$ cat config.mk
export PLATFORM = sky130hd
export DESIGN_NAME = cau_front
export DESIGN_NICKNAME = d
export VERILOG_FILES = /design/src/sv/cau_pkg.sv /design/src/sv/cau_front.sv
export SDC_FILE = /design/constraint.sdc
export NUM_CORES = 1
export LEC_CHECK = 0
export ABC_AREA = 0
export BUFFER_PORTS_ARGS = -buffer_cell sky130_fd_sc_hd__buf_2
export CORE_MARGIN = 2
export CORE_UTILIZATION = 35
export DETAILED_ROUTE_END_ITERATION = 16
export PLACE_DENSITY_LB_ADDON = 0.12
export SYNTH_ARGS = -nofsm -noshare
export SYNTH_HDL_FRONTEND = slang
export SYNTH_SLANG_ARGS = --single-unit
$ cat constraint.sdc
create_clock -name clock -period 4 [get_ports clock]
set_input_delay 0 -clock clock [delete_from_list [all_inputs] [get_ports clock]]
set_output_delay 0 -clock clock [all_outputs]
set_load 0.05 [all_outputs]
$ cat src/sv/cau_pkg.sv
package cau_pkg;

   // operation codes
   localparam logic [1:0] OP_ADD = 2'd0;
   localparam logic [1:0] OP_SUB = 2'd1;
   localparam logic [1:0] OP_MUL = 2'd2;
   localparam logic [1:0] OP_DIV = 2'd3;

   // fraction bits of Q16.16 and quotient bits kept by the divider
   localparam int FRAC_W = 16;
   localparam int QUOT_W = 33;
   localparam int LOW_W  = QUOT_W;
   localparam int DIV_STEPS = QUOT_W;

   // queue between front and back
   localparam int QUEUE_DEPTH = 4;
   localparam int QPTR_W = 2;
   localparam int QCNT_W = 3;

   typedef struct packed {
      logic [1:0]         req_type;
      logic signed [31:0] a_re;
      logic signed [31:0] a_im;
      logic signed [31:0] b_re;
      logic signed [31:0] b_im;
   } cau_req_type;

   typedef struct packed {
      logic signed [31:0] res_re;
      logic signed [31:0] res_im;
      logic               overflow;
      logic               div_zero;
   } cau_rsp_type;

   // classified item from front to back
   typedef struct packed {
      logic [1:0]         op;
      logic               dz;
      logic signed [31:0] a_re;
      logic signed [31:0] a_im;
      logic signed [31:0] b_re;
      logic signed [31:0] b_im;
   } cau_cmd_type;

   // one part (real or imaginary) on its way through the divider
   typedef struct packed {
      logic                neg;
      logic [63:0]         mag;
      logic                big;
      logic [63:0]         rem;
      logic [QUOT_W-1:0]   quot;
      logic [LOW_W-1:0]    low;
   } cau_lane_type;

   typedef struct packed {
      logic [1:0]   op;
      logic         dz;
      logic [63:0]  den;
      cau_lane_type re;
      cau_lane_type im;
   } cau_dstage_type;

endpackage

$ cat src/sv/cau_front.sv
module cau_front import cau_pkg::*; (
   input  logic        clock,
   input  logic        reset,
   input  logic        req_valid,
   output logic        req_ready,
   input  cau_req_type req_item,
   output logic        cmd_valid,
   input  logic        cmd_ready,
   output cau_cmd_type cmd_item
);

   cau_cmd_type       queue_ff [QUEUE_DEPTH];
   logic [QPTR_W-1:0] wr_ptr_ff, wr_ptr_in;
   logic [QPTR_W-1:0] rd_ptr_ff, rd_ptr_in;
   logic [QCNT_W-1:0] count_ff, count_in;
   logic              push, pop;
   cau_cmd_type       cmd_new;

   // classify: flag a divide by a zero divisor up front
   always_comb begin
      cmd_new.op   = req_item.req_type;
      cmd_new.dz   = (req_item.req_type == OP_DIV) && (req_item.b_re == 32'sd0) &&
                     (req_item.b_im == 32'sd0);
      cmd_new.a_re = req_item.a_re;
      cmd_new.a_im = req_item.a_im;
      cmd_new.b_re = req_item.b_re;
      cmd_new.b_im = req_item.b_im;
   end

   assign req_ready = (count_ff != QCNT_W'(QUEUE_DEPTH));
   assign cmd_valid = (count_ff != '0);
   assign cmd_item  = queue_ff[rd_ptr_ff];
   assign push      = req_valid && req_ready;
   assign pop       = cmd_valid && cmd_ready;

   // queue pointers
   always_comb begin
      wr_ptr_in = push ? wr_ptr_ff + 1'b1 : wr_ptr_ff;
      rd_ptr_in = pop ? rd_ptr_ff + 1'b1 : rd_ptr_ff;
      count_in  = count_ff + QCNT_W'(push) - QCNT_W'(pop);
   end

   always_ff @(posedge clock) begin
      if (reset) begin
         wr_ptr_ff <= '0;
         rd_ptr_ff <= '0;
         count_ff  <= '0;
      end else begin
         wr_ptr_ff <= wr_ptr_in;
         rd_ptr_ff <= rd_ptr_in;
         count_ff  <= count_in;
      end
   end

   // queue storage
   always_ff @(posedge clock) begin
      if (push) begin
         queue_ff[wr_ptr_ff] <= cmd_new;
      end
   end

endmodule

# After elaboration in Yosys (flattened, before gate mapping)
# Memories as Yosys holds them, arrays and structs flattened. A register that Yosys moved wholly into a read port is not among the register bits.
# Cells that the tools add are included.
classes:
  muxes: 4
  n_reduce_logical: 7
  eq_ne: 2
  add_sub_neg: 4
ops:
  columns: ["op", "n"]
  rows:
  - ["32-bit zero test", 2]
  - ["2-bit by 1-bit adder with 2-bit output, second input constant", 2]
  - ["1-bit logical AND", 4]
  - ["2-bit 2-to-1 mux", 2]
  - ["3-bit by 1-bit adder with 3-bit output", 1]
  - ["3-bit inequality test, second input constant", 1]
  - ["3-bit nonzero test", 1]
  - ["3-bit by 1-bit subtractor with 3-bit output", 1]
  - ["2-bit equality test, second input constant", 1]
  - ["1-bit 2-to-1 mux", 2]
word_totals:
  regBits: 7
  memories: 1
  ramBits: 524
  in_bits: 134
memory_table:
  columns: ["memory", "depth", "word_bits", "rd", "rd_clocked_by_memory_dff", "write_ports", "line", "source"]
  rows:
  - ["queue_ff", 4, 131, 1, 1, 1, "cau_front.sv:12", "cau_cmd_type queue_ff [QUEUE_DEPTH];"]

# Longest topological paths before layout
# Gate-level depths: netlist of run 1.
logic_depth:
  ltp_word: 4
  mapped_depth: 11

# Worst setup path after synthesis of run 1
# OpenSTA, ideal clock, no wires.
synth_timing:
  path_kind: "register to register"
  from: "register count_ff[1]"
  to: "memory queue_ff[0][0] (netlist name), enable pin"
  stages_incl_launch_ff: 3
  arrival_time_ps: 4047
  setup_slack_ps: -554
  path_buffers: 0
  setup_time_ps: 507
  cell_sequence: "dfxtp_1 -> or3b_1 -> and3_1"
synth_via:
  elab_chain_cells: 4
synth_lines:
  columns: ["item", "line", "source"]
  rows:
  - ["start, declared", "cau_front.sv:15", "logic [QCNT_W-1:0] count_ff, count_in;"]
  - ["start signal, assigned", "cau_front.sv:51", "count_ff <= count_in;"]
  - ["3-bit inequality test", "cau_front.sv:30", "assign req_ready = (count_ff != QCNT_W'(QUEUE_DEPTH));"]
  - ["via req_ready", "cau_front.sv:5", "output logic req_ready,"]
  - ["1-bit logical AND", "cau_front.sv:33", "assign push = req_valid && req_ready;"]
  - ["1-bit 2-to-1 mux", "cau_front.sv:57", "if (push) begin"]
  - ["1-bit 2-to-1 mux (implied by the code)", "cau_front.sv:58", "queue_ff[wr_ptr_ff] <= cmd_new;"]
  - ["end, declared", "cau_front.sv:12", null]
# The timed path passes the listed nets, and every way through them passes these cells.

==> impl_metrics.env, run 1 <==
export IMPL_rr_worst_depth=11
export IMPL_layout_commonest_cell="edfxtp_1"
export IMPL_clock_sinks=533
export IMPL_crit_path_end_kind="output pin"
export IMPL_die_area_sq_um=57600
export IMPL_core_area_sq_um=55100
export IMPL_seqPwrFrac=0.408
export IMPL_track_usage=0.147
export IMPL_netlist_area_sq_um=19500
export IMPL_pin_count=267
export IMPL_portBuffers=266
export IMPL_ys_seq_area_frac=0.816
export IMPL_swShare=0.344
export IMPL_power_density_nw_per_um2=693
export IMPL_start_util=0.354
export IMPL_fp_dieH_um=240
export IMPL_crit_path_top_delay_cell="dfxtp_4"
export IMPL_regToRegSetupSlack_ps=1550
export IMPL_slew_violations=0
export IMPL_max_cap_violations=0
export IMPL_drtIter0Drc=538
export IMPL_grt_max_degree=120
export IMPL_drc_errors=0
export IMPL_relSlewSlack=0.374
export IMPL_overflow=0
export IMPL_via_count=9370
export IMPL_critPathArrivalTime_ps=2670
export IMPL_synth_seq_cells=533
export IMPL_synthCells=754
export IMPL_antenna_left=0
export IMPL_fin_util=0.453
export IMPL_crit_fanout=34
export IMPL_grt_pass1_wl_um=62900
export IMPL_postCtsSetupRepairBufs=0
export IMPL_post_route_period_util=0.667
export IMPL_cts_max_path_buffers=3
export IMPL_crit_required_ps=4000
export IMPL_grt_antenna_before_repair=2
export IMPL_synth_nets=895
export IMPL_ir_drop_mv=0.421
export IMPL_min_period_ps=2670
export IMPL_clkTransAtPathRegs_ps=60
export IMPL_clockRootBuffer="clkbuf_16"
export IMPL_yosys_area_top_type="edfxtp_1"
export IMPL_drive_gt1_frac=0.400
export IMPL_seqCellArea_sq_um=15900
export IMPL_fp_dieW_um=240
export IMPL_worstSetupStartpointType="flop"
export IMPL_postCtsResizedCells=0
export IMPL_setup_viol=0
export IMPL_hold_class="input pin to flop"
export IMPL_final_cell_mix="524 x edfxtp_1, 266 x buf_2, 134 x dlygate4sd3_1"
export IMPL_setup_worst_path_class="flop to output pin"
export IMPL_tightest_slew_ps=939
export IMPL_internal_power_mw=11.3
export IMPL_rsz0062_at_grt="no"
export IMPL_globalplace_congestion=0.704
export IMPL_skew_ps=15.7
export IMPL_whs_path_depth=2
export IMPL_cpPeakStageDelay_ps=860
export IMPL_cts_tree="built"
export IMPL_place_hpwl_um=24900
export IMPL_grt_pass1_vias=10100
export IMPL_p_sw_mw=5.96
export IMPL_timing_hold_ws_ps=156
export IMPL_p_leak_nw=8.29
export IMPL_worstPathCellList="buf_4 -> mux4_2 -> buf_2"
export IMPL_syn_avg_cell_area_sq_um=25.9
export IMPL_ys_types=30
export IMPL_power_frac_comb=0.308
export IMPL_synth_top_area_frac=0.807
export IMPL_clk_latency_ps=590
export IMPL_cts_buffers=57
export IMPL_yosys_top_cells_area="edfxtp_1 81%, mux4_2 15%, dfxtp_1 0.92%"
export IMPL_layout_nets=1339
export IMPL_cts_hold_buf=134
export IMPL_max_freq_mhz=375
export IMPL_status="completed"
export IMPL_routed_wl_um=42500
export IMPL_p_clk_frac=0.285
export IMPL_viasPerCell=4.71
export IMPL_final_hold_viol_count=0
export IMPL_finalSetupTns_ps=0
export IMPL_nFillCells=4741
export IMPL_htreeDepth=2
export IMPL_yosysWarnings=0
export IMPL_wl_per_cell_um=21.3
export IMPL_dr_pass1_iters=4
export IMPL_area_growth_pct=27.9
export IMPL_multiInputGateArea_sq_um=3390
export IMPL_fp_row_count=86
## final cells by class
type,count,share of cell area
Antenna cell,1,0.000100
Sequential cell,533,0.638
Inverter,5,0.000752
Clock buffer,77,0.0619
Timing Repair Buffer,416,0.118
Tap cell,748,0.0375
Clock inverter,25,0.00802
Multi-Input combinational cell,185,0.136
## metal layers
metal | part of all wire | vias up | global-route usage
met2 | 0.48 | 236 | 0.235
met4 | 0.019 | 2 | 0.0382
met5 | 0.00031 | - | 0
met3 | 0.068 | 62 | 0.0475
met1 | 0.43 | 4903 | 0.195
li1 | - | 4167 | -
## worst max-delay path: cells and delay by family (launching register included)
family | cells | cell delay (ps)
multiplexers | 1 | 550
flip-flops | 1 | 860
buffers and inverters | 2 | 620
## per-stage QoR
stage	instance area, sq um	power [mW]	worst slack [ps]	std cells
global route	25000	18.0	1130	1990
floorplan	19500	11.1	937	754
global placement	21900	12.5	1580	1753
detailed placement	21900	12.5	1560	1753
finish	25000	17.3	1330	1990
CTS	25000	17.6	1190	1989
## power by group through the flow
stage | clock network, mW | registers, mW | logic, mW
6_report | 4.93 | 7.05 | 5.32
5_1_grt | 5.31 | 7.12 | 5.62
4_1_cts | 5.10 | 7.07 | 5.44
3_5_place_dp | 0 | 7.19 | 5.32
3_3_place_gp | 0 | 7.17 | 5.32
2_1_floorplan | 0 | 7.02 | 4.10
## worst paths after layout
check | from | endpoint
setup / recovery | flop | cmd_item[43]
setup reg to reg | count_ff[1] | count_ff[2]
hold reg to reg | wr_ptr_ff[1] | wr_ptr_ff[1]
hold / removal | req_item[87] | queue_ff[3][87]
## registers in the layout (all words and copies together), names as in the netlist, named ones only
register	count
rd_ptr_ff	2
count_ff	3
wr_ptr_ff	2
queue_ff	524
## cell usage after synthesis
master,instances
buf_2,13
nor2_1,7
nand2_1,3
o31a_1,1
or4_4,1
xnor2_1,3
or3b_1,1
nand4_1,3
fa_1,1
ha_1,6
inv_2,1
and3_1,4
and2_4,1
or3_1,1
a21oi_1,1
buf_4,1
edfxtp_1,524
nor4_2,3
nor4_1,11
clkbuf_1,8
xor2_1,2
mux4_2,131
and4b_1,1
nor3_2,1
dfxtp_1,9
buf_6,9
nor4b_1,1
nand3_1,1
inv_1,4
nor2b_1,1
## logic make-up (layout without fill, tap and decap cells)
group,Yosys count,in the layout,synth area share
flops,533,533,0.816
other cells,0,1,0
xor+xnor,5,5,0.00225
fa+ha+maj,7,7,0.00488
compound gates,2,2,0.000706
simple gates,40,40,0.0135
mux,131,131,0.151
buf+inv,36,523,0.0114
No activity file was read; power rests on OpenSTA's default activity.
==> inputs of run 2 (changes only) <==
--- a/config.mk
+++ b/config.mk
@@ -5,7 +5,7 @@
 export SDC_FILE = /design/constraint.sdc
 export NUM_CORES = 1
 export LEC_CHECK = 0
-export ABC_AREA = 0
+export ABC_AREA = 1
 export BUFFER_PORTS_ARGS = -buffer_cell sky130_fd_sc_hd__buf_2
 export CORE_MARGIN = 2
 export CORE_UTILIZATION = 35
==> constraint.sdc (replaced) <==
create_clock -name clock -period 2.45 [get_ports clock]
set_input_delay 0 -clock clock [delete_from_list [all_inputs] [get_ports clock]]
set_output_delay 0 -clock clock [all_outputs]
set_load 0.05 [all_outputs]
==> impl_metrics.env, run 2 <==
export IMPL_overflow=0
export IMPL_seqCellArea_sq_um=15900
export IMPL_tightest_slew_ps=599
export IMPL_fp_dieH_um=244
export IMPL_cts_max_path_buffers=3
export IMPL_critPathArrivalTime_ps=2300
export IMPL_whs_path_depth=2
export IMPL_hold_start="req_item[117]"
export IMPL_place_area_sq_um=22300
export IMPL_final_hold_viol_count=0
export IMPL_grt_antenna_before_repair=1
export IMPL_layout_nets=1919
export IMPL_crit_path_end_kind="output pin"
export IMPL_synth_most_common_cell="edfxtp_1"
export IMPL_drtIter0Drc=643
export IMPL_drive_gt1_frac=0.205
export IMPL_clock_sinks=533
export IMPL_top_register="queue_ff"
export IMPL_synthCells=1381
export IMPL_design_area_sq_um=25400
export IMPL_status="completed"
export IMPL_setup_viol=0
export IMPL_r2r_start="count_ff[2]"
export IMPL_htreeDepth=2
export IMPL_clkTransAtPathRegs_ps=60
export IMPL_synthArstFlopShare=0
export IMPL_postCtsSetupRepairBufs=0
export IMPL_largest_reg_flops=524
export IMPL_globalplace_congestion=0.693
export IMPL_drc_errors=0
export IMPL_synth_top_area_frac=0.784
export IMPL_p_leak_nw=8.82
export IMPL_fp_dieW_um=244
export IMPL_yosys_area_top_type="edfxtp_1"
export IMPL_finalSetupTns_ps=0
export IMPL_slew_violations=0
export IMPL_min_period_ps=2300
export IMPL_layout_commonest_cell="edfxtp_1"
export IMPL_crit_fanout=138
export IMPL_regToRegSetupSlack_ps=330
export IMPL_ys_types=30
export IMPL_die_area_sq_um=59300
export IMPL_max_cap_violations=0
export IMPL_core_area_sq_um=56600
export IMPL_dp_slack_ps=337
export IMPL_grt_pass1_vias=12500
export IMPL_synth_common_cells="524 x edfxtp_1, 309 x nor2_1, 212 x o21ai_0, 131 x o22ai_1, 50 x o21ai_1"
export IMPL_antenna_left=0
export IMPL_routed_wl_um=50000
export IMPL_ys_seq_area_frac=0.792
export IMPL_area_growth_pct=26.5
export IMPL_wl_per_cell_um=19.4
export IMPL_synth_ff_type="edfxtp_1"
export IMPL_yosysWarnings=0
export IMPL_hold_class="input pin to flop"
export IMPL_reg2reg_to="count_ff[2]"
export IMPL_crit_required_ps=2450
export IMPL_rr_worst_depth=10
export IMPL_relSlewSlack=0.601
export IMPL_place_hpwl_um=26400
export IMPL_worstSetupStartpointType="flop"
export IMPL_netlist_area_sq_um=20100
export IMPL_clk_latency_ps=600
export IMPL_synth_seq_cells=533
export IMPL_clockRootBuffer="clkbuf_16"
export IMPL_layout_setup_ws_ps=155
export IMPL_pin_count=267
export IMPL_cts_buffers=57
export IMPL_final_cell_mix="524 x edfxtp_1, 305 x nor2_1, 261 x buf_2"
export IMPL_via_count=12500
export IMPL_skew_ps=20.1
export IMPL_synth_edf_count=524
export IMPL_max_freq_mhz=436
export IMPL_start_util=0.355
export IMPL_track_usage=0.166
export IMPL_post_route_period_util=0.937
export IMPL_finalNonFillerCells=2576
export IMPL_largestRegisters="queue_ff x524, count_ff x3"
export IMPL_portBuffers=266
export IMPL_finalPower_mw=28.1
export IMPL_fp_row_count=87
export IMPL_multiInputGateArea_sq_um=3630
export IMPL_timing_hold_ws_ps=153
export IMPL_power_density_nw_per_um2=1110
export IMPL_syn_avg_cell_area_sq_um=14.5
export IMPL_grt_pass1_wl_um=76000
export IMPL_rsz0062_at_grt="no"
export IMPL_dp_cells=2342
export IMPL_synth_nets=1522
export IMPL_setup_worst_path_class="flop to output pin"
export IMPL_dr_pass1_iters=4
export IMPL_grt_max_degree=139
export IMPL_yosys_top_cells_area="edfxtp_1 78%, nor2_1 5.8%, o21ai_0 5.3%"
export IMPL_viasPerCell=4.85
export IMPL_nFillCells=5199
export IMPL_ir_drop_mv=0.963
export IMPL_fin_util=0.449
export IMPL_cts_tree="built"
export IMPL_hold_end="queue_ff[0][117]"
==> run 2: timing repair <==
action / 4_1_cts / 5_1_grt
setup endpoints to repair: 0 / 18
endpoints found under the hold margin: 533 / 0
hold buffers: 133 / 0
resized for setup: 0 / 7
==> run 2: layout make-up <==
type	count	share of cell area
Multi-Input combinational cell	748	0.143
Inverter	14	0.00256
Clock inverter	24	0.00630
Clock buffer	76	0.0606
Tap cell	756	0.0372
Antenna cell	1	0.0000985
Timing Repair Buffer	424	0.124
Sequential cell	533	0.627
==> run 2: worst max path at each step <==
stage / from / endpoint / slack (ps) / cells after the start
finish: flop / cmd_item[79] / 150 / 4
global route: flop / cmd_item[79] / 4 / 4
CTS: flop / cmd_item[7] / 10 / 5
detailed placement: count_ff[2] / count_ff[2] / 340 / 10
global placement: count_ff[2] / count_ff[2] / 370 / 10
floorplan: count_ff[1] / queue_ff[0][0] / -620 / 4
==> run 2: metal layers <==
layer  GRT usage  up-vias  wire, um
li1            -     5990         -
met1       0.219     6167     22000
met2       0.274      275     24000
met3      0.0437       64      3170
met4      0.0395        0       891
met5           0        -         0
==> run 2: worst max-delay path: stages, from the launching register on <==
cell and delay [ps]:
dfxtp_4 430, buf_16 390, o21ai_0 180, o22ai_1 260, buf_2 310
==> run 2: power breakdown <==
group / switching (mW) / internal [mW]
Combinational: 6.87 / 2.03
Sequential: 0.212 / 11.0
Clock: 3.37 / 4.57
==> run 2: kinds of logic (layout without fill, tap and decap cells) <==
group           Yosys count  count (layout)  synth area share
buf+inv                 100             538            0.0295
fa+ha+maj                 7               7           0.00473
simple gates            339             339            0.0643
compound gates          400             400             0.108
xor+xnor                  2               2          0.000872
other cells               0               1                 0
flops                   533             533             0.792
==> inputs of run 3 (changes only) <==
--- a/config.mk
+++ b/config.mk
@@ -7,6 +7,8 @@
 export LEC_CHECK = 0
 export ABC_AREA = 1
 export BUFFER_PORTS_ARGS = -buffer_cell sky130_fd_sc_hd__buf_2
+export CELL_PAD_IN_SITES_DETAIL_PLACEMENT = 0
+export CELL_PAD_IN_SITES_GLOBAL_PLACEMENT = 2
 export CORE_MARGIN = 2
 export CORE_UTILIZATION = 35
 export DETAILED_ROUTE_END_ITERATION = 16
==> impl_metrics.env, run 3 (synthesis gave the netlist of run 2 again) <==
export IMPL_clock_sinks=533
export IMPL_reg2reg_to="count_ff[2]"
export IMPL_grt_max_degree=105
export IMPL_nFillCells=5192
export IMPL_area_growth_pct=27.2
export IMPL_setup_worst_path_class="flop to output pin"
export IMPL_track_usage=0.167
export IMPL_tightest_slew_ps=553
export IMPL_cts_max_path_buffers=3
export IMPL_antenna_left=0
export IMPL_fp_dieH_um=244
export IMPL_max_cap_violations=0
export IMPL_r2r_start="count_ff[2]"
export IMPL_viasPerCell=4.82
export IMPL_relSlewSlack=0.632
export IMPL_fp_row_count=87
export IMPL_skew_ps=14.6
export IMPL_core_area_sq_um=56600
export IMPL_status="completed"
export IMPL_crit_required_ps=2450
export IMPL_rr_worst_depth=10
export IMPL_layout_nets=1924
export IMPL_maxUsedRoutingLayer="met5"
export IMPL_regToRegSetupSlack_ps=320
export IMPL_slew_violations=0
export IMPL_clk_latency_ps=600
export IMPL_clockRootBuffer="clkbuf_16"
export IMPL_setup_viol=0
export IMPL_cts_buffers=58
export IMPL_critPathArrivalTime_ps=2290
export IMPL_fp_dieW_um=244
export IMPL_largestRegisters="queue_ff x524, count_ff x3"
export IMPL_dp_cells=2345
export IMPL_start_util=0.355
export IMPL_place_area_sq_um=22300
export IMPL_final_cell_mix="524 x edfxtp_1, 305 x nor2_1, 266 x buf_2"
export IMPL_portBuffers=266
export IMPL_wl_per_cell_um=19.4
export IMPL_dr_pass1_iters=4
export IMPL_globalplace_congestion=0.701
export IMPL_clkTransAtPathRegs_ps=60
export IMPL_dp_slack_ps=307
export IMPL_overflow=0
export IMPL_design_area_sq_um=25500
export IMPL_layout_setup_ws_ps=160
export IMPL_hold_class="input pin to flop"
export IMPL_power_density_nw_per_um2=1120
export IMPL_fin_util=0.451
export IMPL_min_period_ps=2290
export IMPL_top_register="queue_ff"
export IMPL_grt_antenna_before_repair=2
export IMPL_max_freq_mhz=437
export IMPL_routed_wl_um=50100
export IMPL_worstSetupStartpointType="flop"
export IMPL_hold_start="req_item[70]"
export IMPL_place_hpwl_um=27200
export IMPL_layout_commonest_cell="edfxtp_1"
export IMPL_drtIter0Drc=693
export IMPL_p_leak_nw=8.91
export IMPL_via_count=12500
export IMPL_wl_met1_um=21900
export IMPL_met2_wirelength_um=24700
export IMPL_ir_drop_mv=0.689
export IMPL_cts_tree="built"
export IMPL_whs_path_depth=2
export IMPL_post_route_period_util=0.935
export IMPL_htreeDepth=2
export IMPL_hold_end="queue_ff[0][70]"
export IMPL_pin_count=267
export IMPL_grt_pass1_wl_um=75300
export IMPL_grt_pass1_vias=12500
export IMPL_final_hold_viol_count=0
export IMPL_drive_gt1_frac=0.213
export IMPL_die_area_sq_um=59300
export IMPL_finalNonFillerCells=2584
export IMPL_crit_path_end_kind="output pin"
export IMPL_postCtsSetupRepairBufs=0
export IMPL_routed_wl_met3_um=2550
export IMPL_antennaDiodeCount=0
export IMPL_drc_errors=0
export IMPL_largest_reg_flops=524
export IMPL_crit_fanout=70
## run 3: changes by cell type in the layout (fill, tap and decap cells not counted), sizes merged
cell,before,now
dlygate4sd3,133,134
buf,287,294
diode,1,0
clkbuf,80,72
inv,16,13
clkinv,19,28
bufinv,2,5
## run 3: how the worst max path moves through the flow
stage                      to  slack [ps]  cells past startpoint
2_1_floorplan  queue_ff[0][0]        -620                      4
3_3_place_gp      count_ff[2]         340                     10
3_5_place_dp      count_ff[2]         310                     10
4_1_cts           cmd_item[2]          20                      5
5_1_grt          cmd_item[87]        -0.1                      5
6_report         cmd_item[95]         160                      5
## run 3: layer usage
metal / vias up / GRT usage
met2: 241 / 0.287
met1: 6139 / 0.212
met3: 65 / 0.0382
met4: 4 / 0.0452
met5: - / 0
li1: 6004 / -
## run 3: final cells by class
type	instances	area, sq um	area share
clock inverters	33	275	0.0108
well taps	756	946	0.0370
repair buffers	428	3120	0.122
flip-flops and latches	533	15900	0.624
inverters	14	67.6	0.00265
multi-input cells	748	3630	0.142
clock buffers	72	1570	0.0614
## run 3: metrics by stage
| stage | total power, mW | TNS [ps] | hold slack [ps] |
|---|---|---|---|
| finish | 28.5 | 0 | 147 |
| global route | 29.9 | -0.118 | 125 |
| CTS | 29.0 | 0 | 102 |
| detailed placement | 20.3 | 0 | 220 |
| global placement | 20.3 | 0 | 212 |
| floorplan | 17.8 | -317790 | 98.9 |
## run 3: critical path, cell delays in order, from the launching register on
cell and delay [ps]:
dfxtp_4 420, buf_16 290, buf_16 280, o21ai_0 130, o22ai_1 210, buf_2 300
## run 3: power breakdown
part / switching (mW) / leakage, nW / internal [mW] / total (mW)
combinational: 6.86 / 3.12 / 1.99 / 8.86
clock: 3.41 / 0.908 / 5.01 / 8.42
sequential: 0.223 / 4.88 / 11.0 / 11.3
total: 10.5 / 8.91 / 18.0 / 28.5
## run 3: what timing repair did
item                                   in CTS  in global routing
setup endpoints to repair                   0                  4
endpoints found under the hold margin     533                  0
hold buffers                              134                  0
gates resized for setup                     0                  3
